$ cat config.mk
export PLATFORM = sky130hd
export DESIGN_NAME = adc_two_wire_serial_master_unit
export DESIGN_NICKNAME = d
export VERILOG_FILES = /design/src/hw/rtl/adtw_pkg.sv /design/src/hw/rtl/adtw_cfg_regs.sv /design/src/hw/rtl/adtw_step.sv /design/src/hw/rtl/adc_two_wire_serial_master_unit.sv
export SDC_FILE = /design/constraint.sdc
export NUM_CORES = 1
export LEC_CHECK = 0
export BUFFER_PORTS_ARGS = -buffer_cell sky130_fd_sc_hd__buf_2
export CORE_UTILIZATION = 50
export DETAILED_ROUTE_END_ITERATION = 10
export PLACE_DENSITY = 0.68
export SLEW_MARGIN = 20
export SYNTH_ARGS = -nofsm -noshare
export SYNTH_HDL_FRONTEND = slang
export SYNTH_SLANG_ARGS = --single-unit
$ cat constraint.sdc
create_clock -name i_clk -period 11.37 [get_ports i_clk]
set_input_delay 0.5685 -clock i_clk [delete_from_list [all_inputs] [get_ports i_clk]]
set_output_delay 0.5685 -clock i_clk [all_outputs]
set_load 0.01 [all_outputs]
$ cat src/hw/rtl/adtw_pkg.sv
// shared types, constants and helpers for the two-wire adc serial master
package adtw_pkg;

    // widths of the fixed fields
    localparam int TICK_W      = 16;
    localparam int SETTLE_W    = 4;
    localparam int CLK_CNT_W   = 6;
    localparam int RESULT_W    = 24;
    localparam int CFG_ADDR_W  = 2;
    localparam int CFG_DATA_W  = 16;
    localparam int IN_DATA_W   = 16;
    localparam int OUT_DATA_W  = 32;

    // default sample length
    localparam int SAMPLE_BITS_DEF = 24;

    // register reset values
    localparam logic [TICK_W-1:0]   HALF_PERIOD_RST = 16'd100;
    localparam logic [TICK_W-1:0]   TIMEOUT_RST     = 16'd1000;
    localparam logic [SETTLE_W-1:0] SETTLE_RST      = 4'd5;

    // write transaction framing
    localparam logic [6:0]           CMD_WRITE    = 7'h65;
    localparam logic [CLK_CNT_W-1:0] FLAG_CLOCK   = 6'd25;
    localparam logic [CLK_CNT_W-1:0] CMD_FIRST    = 6'd30;
    localparam logic [CLK_CNT_W-1:0] TURN_CLOCK   = 6'd37;
    localparam logic [CLK_CNT_W-1:0] CFG_LAST     = 6'd45;
    localparam logic [CLK_CNT_W-1:0] WRITE_CLOCKS = 6'd46;

    // register indexes
    localparam logic [CFG_ADDR_W-1:0] REG_HALF_PERIOD = 2'd0;
    localparam logic [CFG_ADDR_W-1:0] REG_TIMEOUT     = 2'd1;
    localparam logic [CFG_ADDR_W-1:0] REG_SETTLE      = 2'd2;

    // status codes
    localparam logic [1:0] ST_OK        = 2'd0;
    localparam logic [1:0] ST_TMO_HIGH  = 2'd1;
    localparam logic [1:0] ST_TMO_LOW   = 2'd2;

    typedef enum logic [2:0] {
        PH_IDLE,
        PH_WAIT_HIGH,
        PH_WAIT_LOW,
        PH_SETTLE,
        PH_CLK_HI,
        PH_CLK_LO
    } t_phase;

    // configuration register set
    typedef struct packed {
        logic [TICK_W-1:0]   half_period_ticks;
        logic [TICK_W-1:0]   timeout_limit;
        logic [SETTLE_W-1:0] settle_units;
    } t_cfg;

    // control state of the link sequencer
    typedef struct packed {
        t_phase                phase;
        logic [CLK_CNT_W-1:0]  clock_count;
        logic [TICK_W-1:0]     tick_count;
        logic [TICK_W-1:0]     wait_count;
        logic [7:0]            shift_out;
        logic                  kind_latched;
        logic                  flag_reg;
        logic [RESULT_W-1:0]   last_sample;
        logic [1:0]            last_status;
    } t_state;

    // line levels and flags shown with each beat
    typedef struct packed {
        logic scl;
        logic sda_out;
        logic sda_drive;
        logic busy;
        logic done;
    } t_line;

    // level driven on the data line for a given write clock
    function automatic logic drive_level(input logic [CLK_CNT_W-1:0] c,
                                         input logic [7:0] cfg_byte);
        logic [CLK_CNT_W-1:0] cmd_pos;
        logic [CLK_CNT_W-1:0] cfg_pos;
        logic                 lvl;
        cmd_pos = (TURN_CLOCK - 6'd1) - c;
        cfg_pos = CFG_LAST - c;
        if (c < CMD_FIRST) begin
            lvl = 1'b0;
        end else if (c < TURN_CLOCK) begin
            lvl = CMD_WRITE[cmd_pos[2:0]];
        end else if (c == TURN_CLOCK) begin
            lvl = CMD_WRITE[0];
        end else if (c <= CFG_LAST) begin
            lvl = cfg_byte[cfg_pos[2:0]];
        end else begin
            lvl = cfg_byte[0];
        end
        return lvl;
    endfunction

endpackage

$ cat src/hw/rtl/adtw_cfg_regs.sv
// configuration register file of the two-wire adc serial master
module adtw_cfg_regs (
    input  logic                            i_clk,
    input  logic                            i_rst_n,
    input  logic                            i_cfg_we,
    input  logic [adtw_pkg::CFG_ADDR_W-1:0] i_cfg_addr,
    input  logic [adtw_pkg::CFG_DATA_W-1:0] i_cfg_wdata,
    output adtw_pkg::t_cfg                  o_cfg
);
    import adtw_pkg::*;

    t_cfg r_cfg;

    // register writes, unknown indexes ignored
    always_ff @(posedge i_clk) begin
        if (!i_rst_n) begin
            r_cfg.half_period_ticks <= HALF_PERIOD_RST;
            r_cfg.timeout_limit     <= TIMEOUT_RST;
            r_cfg.settle_units      <= SETTLE_RST;
        end else if (i_cfg_we) begin
            if (i_cfg_addr == REG_HALF_PERIOD) begin
                r_cfg.half_period_ticks <= i_cfg_wdata[TICK_W-1:0];
            end
            if (i_cfg_addr == REG_TIMEOUT) begin
                r_cfg.timeout_limit <= i_cfg_wdata[TICK_W-1:0];
            end
            if (i_cfg_addr == REG_SETTLE) begin
                r_cfg.settle_units <= i_cfg_wdata[SETTLE_W-1:0];
            end
        end
    end

    assign o_cfg = r_cfg;

endmodule

$ cat src/hw/rtl/adtw_step.sv
// next-state logic of the link sequencer for one timing tick
module adtw_step #(
    parameter int SAMPLE_BITS = adtw_pkg::SAMPLE_BITS_DEF
) (
    input  adtw_pkg::t_cfg         i_cfg,
    input  adtw_pkg::t_state       i_st,
    input  logic [SAMPLE_BITS-1:0] i_shift,
    input  logic                   i_start_req,
    input  logic                   i_req_type,
    input  logic [7:0]             i_config_byte,
    input  logic                   i_sda_in,
    output adtw_pkg::t_state       o_st,
    output logic [SAMPLE_BITS-1:0] o_shift,
    output adtw_pkg::t_line        o_line
);
    import adtw_pkg::*;

    localparam logic [CLK_CNT_W-1:0] READ_CLOCKS = CLK_CNT_W'(SAMPLE_BITS);

    t_state                n_st;
    logic [SAMPLE_BITS-1:0] n_shift;
    logic                  done;
    logic [TICK_W-1:0]     hp;
    logic [TICK_W:0]       tick_inc;
    logic                  unit_end;
    logic [TICK_W:0]       wait_inc;
    logic [TICK_W-1:0]     wait_dec;
    logic [TICK_W-1:0]     settle_val;
    logic [CLK_CNT_W-1:0]  total;
    logic [31:0]           shift_ext;
    logic                  drv;

    // delay unit counter and sequencer
    always_comb begin
        n_st       = i_st;
        n_shift    = i_shift;
        done       = 1'b0;
        hp         = (i_cfg.half_period_ticks == '0) ? TICK_W'(1) : i_cfg.half_period_ticks;
        tick_inc   = {1'b0, i_st.tick_count} + 17'd1;
        unit_end   = (tick_inc >= {1'b0, hp});
        wait_inc   = {1'b0, i_st.wait_count} + 17'd1;
        wait_dec   = (i_st.wait_count != '0) ? (i_st.wait_count - 16'd1) : i_st.wait_count;
        settle_val = i_st.kind_latched ? TICK_W'(1) : TICK_W'(i_cfg.settle_units);
        total      = i_st.kind_latched ? WRITE_CLOCKS : READ_CLOCKS;
        shift_ext  = '0;

        unique case (i_st.phase)
            PH_IDLE: begin
                if (i_start_req) begin
                    n_st.kind_latched = i_req_type;
                    n_st.shift_out    = i_config_byte;
                    n_st.phase        = PH_WAIT_HIGH;
                    n_st.tick_count   = '0;
                    n_st.wait_count   = '0;
                    n_st.clock_count  = '0;
                end
            end
            PH_WAIT_HIGH, PH_WAIT_LOW: begin
                if (unit_end) begin
                    n_st.tick_count = '0;
                    n_st.wait_count = wait_inc[TICK_W-1:0];
                    if (wait_inc > {1'b0, i_cfg.timeout_limit}) begin
                        n_st.phase       = PH_IDLE;
                        n_st.last_status = (i_st.phase == PH_WAIT_HIGH) ? ST_TMO_HIGH
                                                                        : ST_TMO_LOW;
                        n_st.wait_count  = '0;
                        n_st.clock_count = '0;
                        done             = 1'b1;
                    end else if (i_st.phase == PH_WAIT_HIGH && i_sda_in) begin
                        n_st.phase      = PH_WAIT_LOW;
                        n_st.wait_count = '0;
                    end else if (i_st.phase == PH_WAIT_LOW && !i_sda_in) begin
                        // data ready: settle, or clock at once when settle is zero
                        n_st.wait_count = settle_val;
                        if (settle_val == '0) begin
                            n_st.phase       = PH_CLK_HI;
                            n_st.clock_count = CLK_CNT_W'(1);
                            n_shift          = '0;
                        end else begin
                            n_st.phase = PH_SETTLE;
                        end
                    end
                end else begin
                    n_st.tick_count = tick_inc[TICK_W-1:0];
                end
            end
            PH_SETTLE: begin
                if (unit_end) begin
                    n_st.tick_count = '0;
                    n_st.wait_count = wait_dec;
                    if (wait_dec == '0) begin
                        n_st.phase       = PH_CLK_HI;
                        n_st.clock_count = CLK_CNT_W'(1);
                        n_shift          = '0;
                    end
                end else begin
                    n_st.tick_count = tick_inc[TICK_W-1:0];
                end
            end
            PH_CLK_HI: begin
                if (unit_end) begin
                    n_st.tick_count = '0;
                    n_st.phase      = PH_CLK_LO;
                end else begin
                    n_st.tick_count = tick_inc[TICK_W-1:0];
                end
            end
            PH_CLK_LO: begin
                if (unit_end) begin
                    n_st.tick_count = '0;
                    // sample the line at the end of the low half
                    if (!i_st.kind_latched) begin
                        n_shift = {i_shift[SAMPLE_BITS-2:0], i_sda_in};
                    end else if (i_st.clock_count == FLAG_CLOCK) begin
                        n_st.flag_reg = i_sda_in;
                    end
                    shift_ext = 32'(n_shift);
                    if (i_st.clock_count >= total) begin
                        if (!i_st.kind_latched) begin
                            n_st.last_sample = shift_ext[RESULT_W-1:0];
                        end
                        n_st.phase       = PH_IDLE;
                        n_st.last_status = ST_OK;
                        n_st.wait_count  = '0;
                        n_st.clock_count = '0;
                        done             = 1'b1;
                    end else begin
                        n_st.clock_count = i_st.clock_count + 6'd1;
                        n_st.phase       = PH_CLK_HI;
                    end
                end else begin
                    n_st.tick_count = tick_inc[TICK_W-1:0];
                end
            end
            default: begin
                n_st.phase       = PH_IDLE;
                n_st.last_status = ST_OK;
                n_st.tick_count  = '0;
                n_st.wait_count  = '0;
                n_st.clock_count = '0;
            end
        endcase
    end

    // line levels from the state after this tick
    always_comb begin
        drv = n_st.kind_latched
              && (n_st.phase == PH_CLK_HI || n_st.phase == PH_CLK_LO)
              && (n_st.clock_count >= CMD_FIRST);
        o_line.scl       = (n_st.phase == PH_CLK_HI);
        o_line.sda_out   = drv ? drive_level(n_st.clock_count, n_st.shift_out) : 1'b0;
        o_line.sda_drive = drv;
        o_line.busy      = (n_st.phase != PH_IDLE);
        o_line.done      = done;
    end

    assign o_st    = n_st;
    assign o_shift = n_shift;

endmodule

$ cat src/hw/rtl/adc_two_wire_serial_master_unit.sv
// top level of the two-wire adc serial master
//
// Each input beat is one timing tick of the serial link: it carries the
// sampled data line, a start request, the request kind (read or write, on
// s_axis_tuser) and the configuration byte for a write. Every input beat
// gives exactly one output beat with the clock and data line levels, the
// drive enable, busy and done flags, the last sample, the write flag and
// the status of the last transaction.
// The sequencer state steps once per accepted beat and the output beat is
// registered; one beat is taken every cycle unless the receiver stalls.
// The rate is set by the single result register: a new beat enters while
// the previous result is taken in the same cycle.
// When the receiver stalls with a result held, s_axis_tready drops and the
// sequencer does not advance until that result is taken.
// Reset returns the sequencer to idle, clears counters, sample, flag and
// status, and loads the register defaults (100 ticks per half period,
// timeout 1000 units, settle 5 units). The user must write registers
// through the plain write port only while the link is idle; not enforced.
module adc_two_wire_serial_master_unit #(
    parameter int SAMPLE_BITS = adtw_pkg::SAMPLE_BITS_DEF
) (
    input  logic                            i_clk,
    input  logic                            i_rst_n,
    // register write port
    input  logic                            i_cfg_we,
    input  logic [adtw_pkg::CFG_ADDR_W-1:0] i_cfg_addr,
    input  logic [adtw_pkg::CFG_DATA_W-1:0] i_cfg_wdata,
    // tick input
    input  logic                            s_axis_tvalid,
    output logic                            s_axis_tready,
    // start_req[0], config_byte[8:1], sda_in[9], zero fill [15:10]
    input  logic [adtw_pkg::IN_DATA_W-1:0]  s_axis_tdata,
    // req_type
    input  logic                            s_axis_tuser,
    // result output
    output logic                            m_axis_tvalid,
    input  logic                            m_axis_tready,
    // scl[0], sda_out[1], sda_drive[2], busy_res[3], done_res[4],
    // sample[28:5], write_flag[29], status[31:30]
    output logic [adtw_pkg::OUT_DATA_W-1:0] m_axis_tdata
);
    import adtw_pkg::*;

    t_cfg                   cfg;
    t_state                 r_st;
    t_state                 n_st;
    logic [SAMPLE_BITS-1:0] r_shift;
    logic [SAMPLE_BITS-1:0] n_shift;
    t_line                  line;
    logic                   r_out_valid;
    logic [OUT_DATA_W-1:0]  r_out_data;
    logic                   in_beat;

    adtw_cfg_regs u_cfg_regs (
        .i_clk       (i_clk),
        .i_rst_n     (i_rst_n),
        .i_cfg_we    (i_cfg_we),
        .i_cfg_addr  (i_cfg_addr),
        .i_cfg_wdata (i_cfg_wdata),
        .o_cfg       (cfg)
    );

    adtw_step #(
        .SAMPLE_BITS (SAMPLE_BITS)
    ) u_step (
        .i_cfg         (cfg),
        .i_st          (r_st),
        .i_shift       (r_shift),
        .i_start_req   (s_axis_tdata[0]),
        .i_req_type    (s_axis_tuser),
        .i_config_byte (s_axis_tdata[8:1]),
        .i_sda_in      (s_axis_tdata[9]),
        .o_st          (n_st),
        .o_shift       (n_shift),
        .o_line        (line)
    );

    // take a beat whenever the result register is free or being emptied
    assign s_axis_tready = !r_out_valid || m_axis_tready;
    assign in_beat       = s_axis_tvalid && s_axis_tready;

    // sequencer state
    always_ff @(posedge i_clk) begin
        if (!i_rst_n) begin
            r_st.phase        <= PH_IDLE;
            r_st.clock_count  <= '0;
            r_st.tick_count   <= '0;
            r_st.wait_count   <= '0;
            r_st.shift_out    <= '0;
            r_st.kind_latched <= 1'b0;
            r_st.flag_reg     <= 1'b0;
            r_st.last_sample  <= '0;
            r_st.last_status  <= ST_OK;
            r_shift           <= '0;
        end else if (in_beat) begin
            r_st    <= n_st;
            r_shift <= n_shift;
        end
    end

    // result register
    always_ff @(posedge i_clk) begin
        if (!i_rst_n) begin
            r_out_valid <= 1'b0;
        end else if (in_beat) begin
            r_out_valid <= 1'b1;
        end else if (m_axis_tready) begin
            r_out_valid <= 1'b0;
        end
    end

    always_ff @(posedge i_clk) begin
        if (in_beat) begin
            r_out_data <= {n_st.last_status, n_st.flag_reg, n_st.last_sample,
                           line.done, line.busy, line.sda_drive, line.sda_out, line.scl};
        end
    end

    assign m_axis_tvalid = r_out_valid;
    assign m_axis_tdata  = r_out_data;

endmodule
==> out/results.txt <==
synthesized area - 0.00929 mm²
Worst Path Buf+Inv - 1
Post-CTS Hold Buffers - 0
clk_skew - 0.00924 ns
CP max-delay cell - nor4_1
Synth Register Bits - 169
Max-Cap Viols - 0
Yosys Warn Count - 0
Async SR Flop Fraction - 0%
Post-CTS Setup Inserts - 0
Synth area leaders - dfxtp_1, edfxtp_1, nor2_1, ha_1, nand2_1
Max-slew headroom - 22.9%
initial antenna violation count - 0
drt first-iter violations - 582
Worst path top cell family by delay - compound AO/OA/AOI/OAI gates
Worst Path Max Fanout - 11
footprint of the multi-input gates - 0.00513 mm²
core area - 0.0181 mm²
total die area - 0.0191 mm²
vias in the first global route - 7585
Site Rows - 49
Unique masters post-synth - 81
outcome - finished with violations
Top-Level Pins - 74
DP HPWL - 14.9 mm
syn_nets - 1204
ant diodes - 0
Hold Path Class - input pin to flop
Overall Global Routing Usage - 24.0%
clock root buffer master - clkbuf_16
cell count after synthesis - 1121
vias per inst - 5.85
top_reg_cell synth - dfxtp_1
area leader, netlist - dfxtp_1
Max clock buf depth - 2
min Tclk post-route - 6.23 ns
critical-path cell list - ha_1, nand3_1, nor4_1, nand4_1, xnor2_1, ha_1, nand3_1, o211ai_1, a31o_2, a32oi_1, o21a_1, a21boi_0, and2_1, a21oi_1, ha_1, mux4_2, inv_1, o31a_1, a211oi_1, a21oi_1, a211o_1, a211oi_1
Final Hold Fails - 0
nets - 1229
Slew Limit Fails - 0
TritonCTS buffer count - 17
GPL Wtd Cong - 0.898
critical path type - flop to flop
most frequent CP cell - ha_1
Worst EP arrival - 6.48 ns
largest net degree at the start of global routing - 86
Post-DP Area - 0.00971 mm²
Storage cell area - 0.00370 mm²
Routed Antenna Nets - 0
total gr overflow - 0
Port-buffer cells - 67
Post-synth EDFFs - 32
max incr delay on CP - 0.59 ns
Routed WL per cell - 16.0 µm
Via Count - 8118
Achievable Freq - 160 MHz
Starting Density - 51.4%
setup TNS - 0 ns
peak supply drop - 0.0884 mV
first-pass GRT wire length - 37.6 mm
Layout area overhead - 10.7%
die extent in x - 138 µm
TritonCTS clock tree - built
worst slew pin tran - 1.15 ns
post-route cell area - 0.0103 mm²
Die H - 138 µm
RSZ-0062 raised after global routing - no
crit start category - flop
pwr/cell area - 134 mW/mm²
DR pass1 iterations - 8
final worst-path cycle share - 54.8%
leakage - 4.03 nW
Reg clk slew, reported paths - 0.06 ns
layout cells sized above 1 - 14.0%
Routed WL - 22.2 mm
PostCTS Resize Cnt - 0
FILL cells - 1670
failing checks - DRC
drc violations - 12
setup violators final - 0
Crit path required time - 11.62 ns
fraction of the yosys area taken by sequential cells - 39.9%
CTS Sinks - 169
share of the synthesized area in the top cell type - 29.5%
CTS H-tree lvls - 4
CP endpoint kind - flop
clk_lat worst skew - 0.43 ns
Avg Synthesized Cell Area - 8.29 µm²
==> metal layers <==
layer,wire [µm],GRT usage [%],share of wire [%]
met5,0,0,0
met4,304,6.68,1.4
met3,987,3.98,4.4
met2,10300,40.1,46
met1,10600,31.9,48
==> cell usage in the layout, fill, tap and decap left out, types with 4 or more instances in the layout <==
cell type  count
a311oi_1       4
clkinv_2       5
nand3b_1       4
a211oi_1      13
nor4_1        14
nor2b_1        7
a22oi_1       52
mux2_2        25
nor3_1        47
ha_1          43
o21ai_0       33
mux2i_1        8
or2_2          5
o22ai_1        5
clkbuf_16     17
xor2_1        12
xnor2_1       18
o21a_1         4
and2_1         6
or3_1          4
dfxtp_1      137
buf_2         67
inv_1         45
a21o_1        10
edfxtp_1      32
o211ai_1      11
buf_4          9
nand2b_1       6
a21oi_1       79
nand2_1      134
and3_1         8
nand4_1       16
nor2_1       159
nand3_1       39
==> worst min-delay path, delay by kind of cell <==
family / cells / cell delay [ns]
AO/OA/AOI/OAI: 1 / 0.05
buffers and inverters: 2 / 0.14
==> path summary, 6_finish.rpt <==
path	startpoint	endpoint	slack, ns	cells after the start
worst max-delay path	r_st[36]$_SDFFE_PN0P_	m_axis_tdata[1]$_SDFFCE_PP0P_	5.14	22
worst max register to register	r_st[36]$_SDFFE_PN0P_	m_axis_tdata[1]$_SDFFCE_PP0P_	5.14	22
worst min register to register	u_cfg_regs.o_cfg[15]$_SDFFE_PN0P_	u_cfg_regs.o_cfg[15]$_SDFFE_PN0P_	0.46	2
worst min-delay path	s_axis_tvalid	m_axis_tvalid$_SDFFE_PN0P_	0.39	3
==> Yosys cell counts, drive strengths merged, types with 4 or more instances <==
| master | count |
|---|---|
| a22oi | 52 |
| edfxtp | 32 |
| a211oi | 13 |
| nand2b | 6 |
| or2 | 5 |
| xor2 | 12 |
| nand3 | 39 |
| nor4 | 17 |
| nor3b | 5 |
| mux2 | 25 |
| o211ai | 11 |
| inv | 47 |
| xnor2 | 18 |
| and4 | 4 |
| a311oi | 4 |
| nand2 | 134 |
| o21a | 4 |
| mux2i | 8 |
| clkbuf | 58 |
| and2 | 6 |
| a21o | 11 |
| nor2b | 7 |
| nor2 | 160 |
| and3 | 8 |
| ha | 43 |
| nand3b | 4 |
| or3 | 4 |
| a21oi | 82 |
| nand4 | 16 |
| o22ai | 5 |
| nor3 | 48 |
| o21ai | 34 |
| buf | 12 |
| dfxtp | 137 |
==> sequential cells by signal (all words and copies together), names as in the netlist <==
name,flops
r_st,77
u_cfg_regs.o_cfg,36
m_axis_tdata,32
r_shift,23
m_axis_tvalid,1
==> cells by family (layout without fill, tap and decap cells) <==
group | count (synthesis) | in the layout | share of synthesized area (%)
flip-flops | 169 | 169 | 39.9
multiplexers | 35 | 35 | 4.38
AND/OR/NAND/NOR | 469 | 469 | 23.5
buffers and inverters | 117 | 155 | 5.04
AO/OA/AOI/OAI | 258 | 258 | 18.6
adder cells (fa/ha/maj) | 43 | 43 | 5.79
XOR/XNOR | 30 | 30 | 2.83
==> per-stage QoR <==
stage          setup slack, ns  std cells  hold WS [ns]  power, mW  utilization [%]
4_1_cts                   5.20       1388         0.376       1.39             56.9
6_report                  5.14       1388         0.386       1.37             56.9
2_1_floorplan             6.42       1121         0.432      0.768                -
3_5_place_dp              5.26       1356         0.447      0.812             53.7
3_3_place_gp              5.29       1356         0.438      0.810             53.7
5_1_grt                   4.45       1388         0.385       1.43             56.9
==> layout make-up <==
type | count | area share [%]
Sequential cell | 169 | 36.0
Tap cell | 229 | 2.79
Inverter | 47 | 1.73
Clock buffer | 18 | 4.17
Multi-Input combinational cell | 835 | 49.9
Timing Repair Buffer | 76 | 3.92
Clock inverter | 14 | 1.45
==> power by group <==
part | total, mW | internal [mW] | switching [mW]
combinational | 0.151 | 0.0578 | 0.0933
clock | 0.573 | 0.326 | 0.247
sequential | 0.649 | 0.634 | 0.0148
total | 1.37 | 1.02 | 0.355
(Power assumes the default switching activity.)
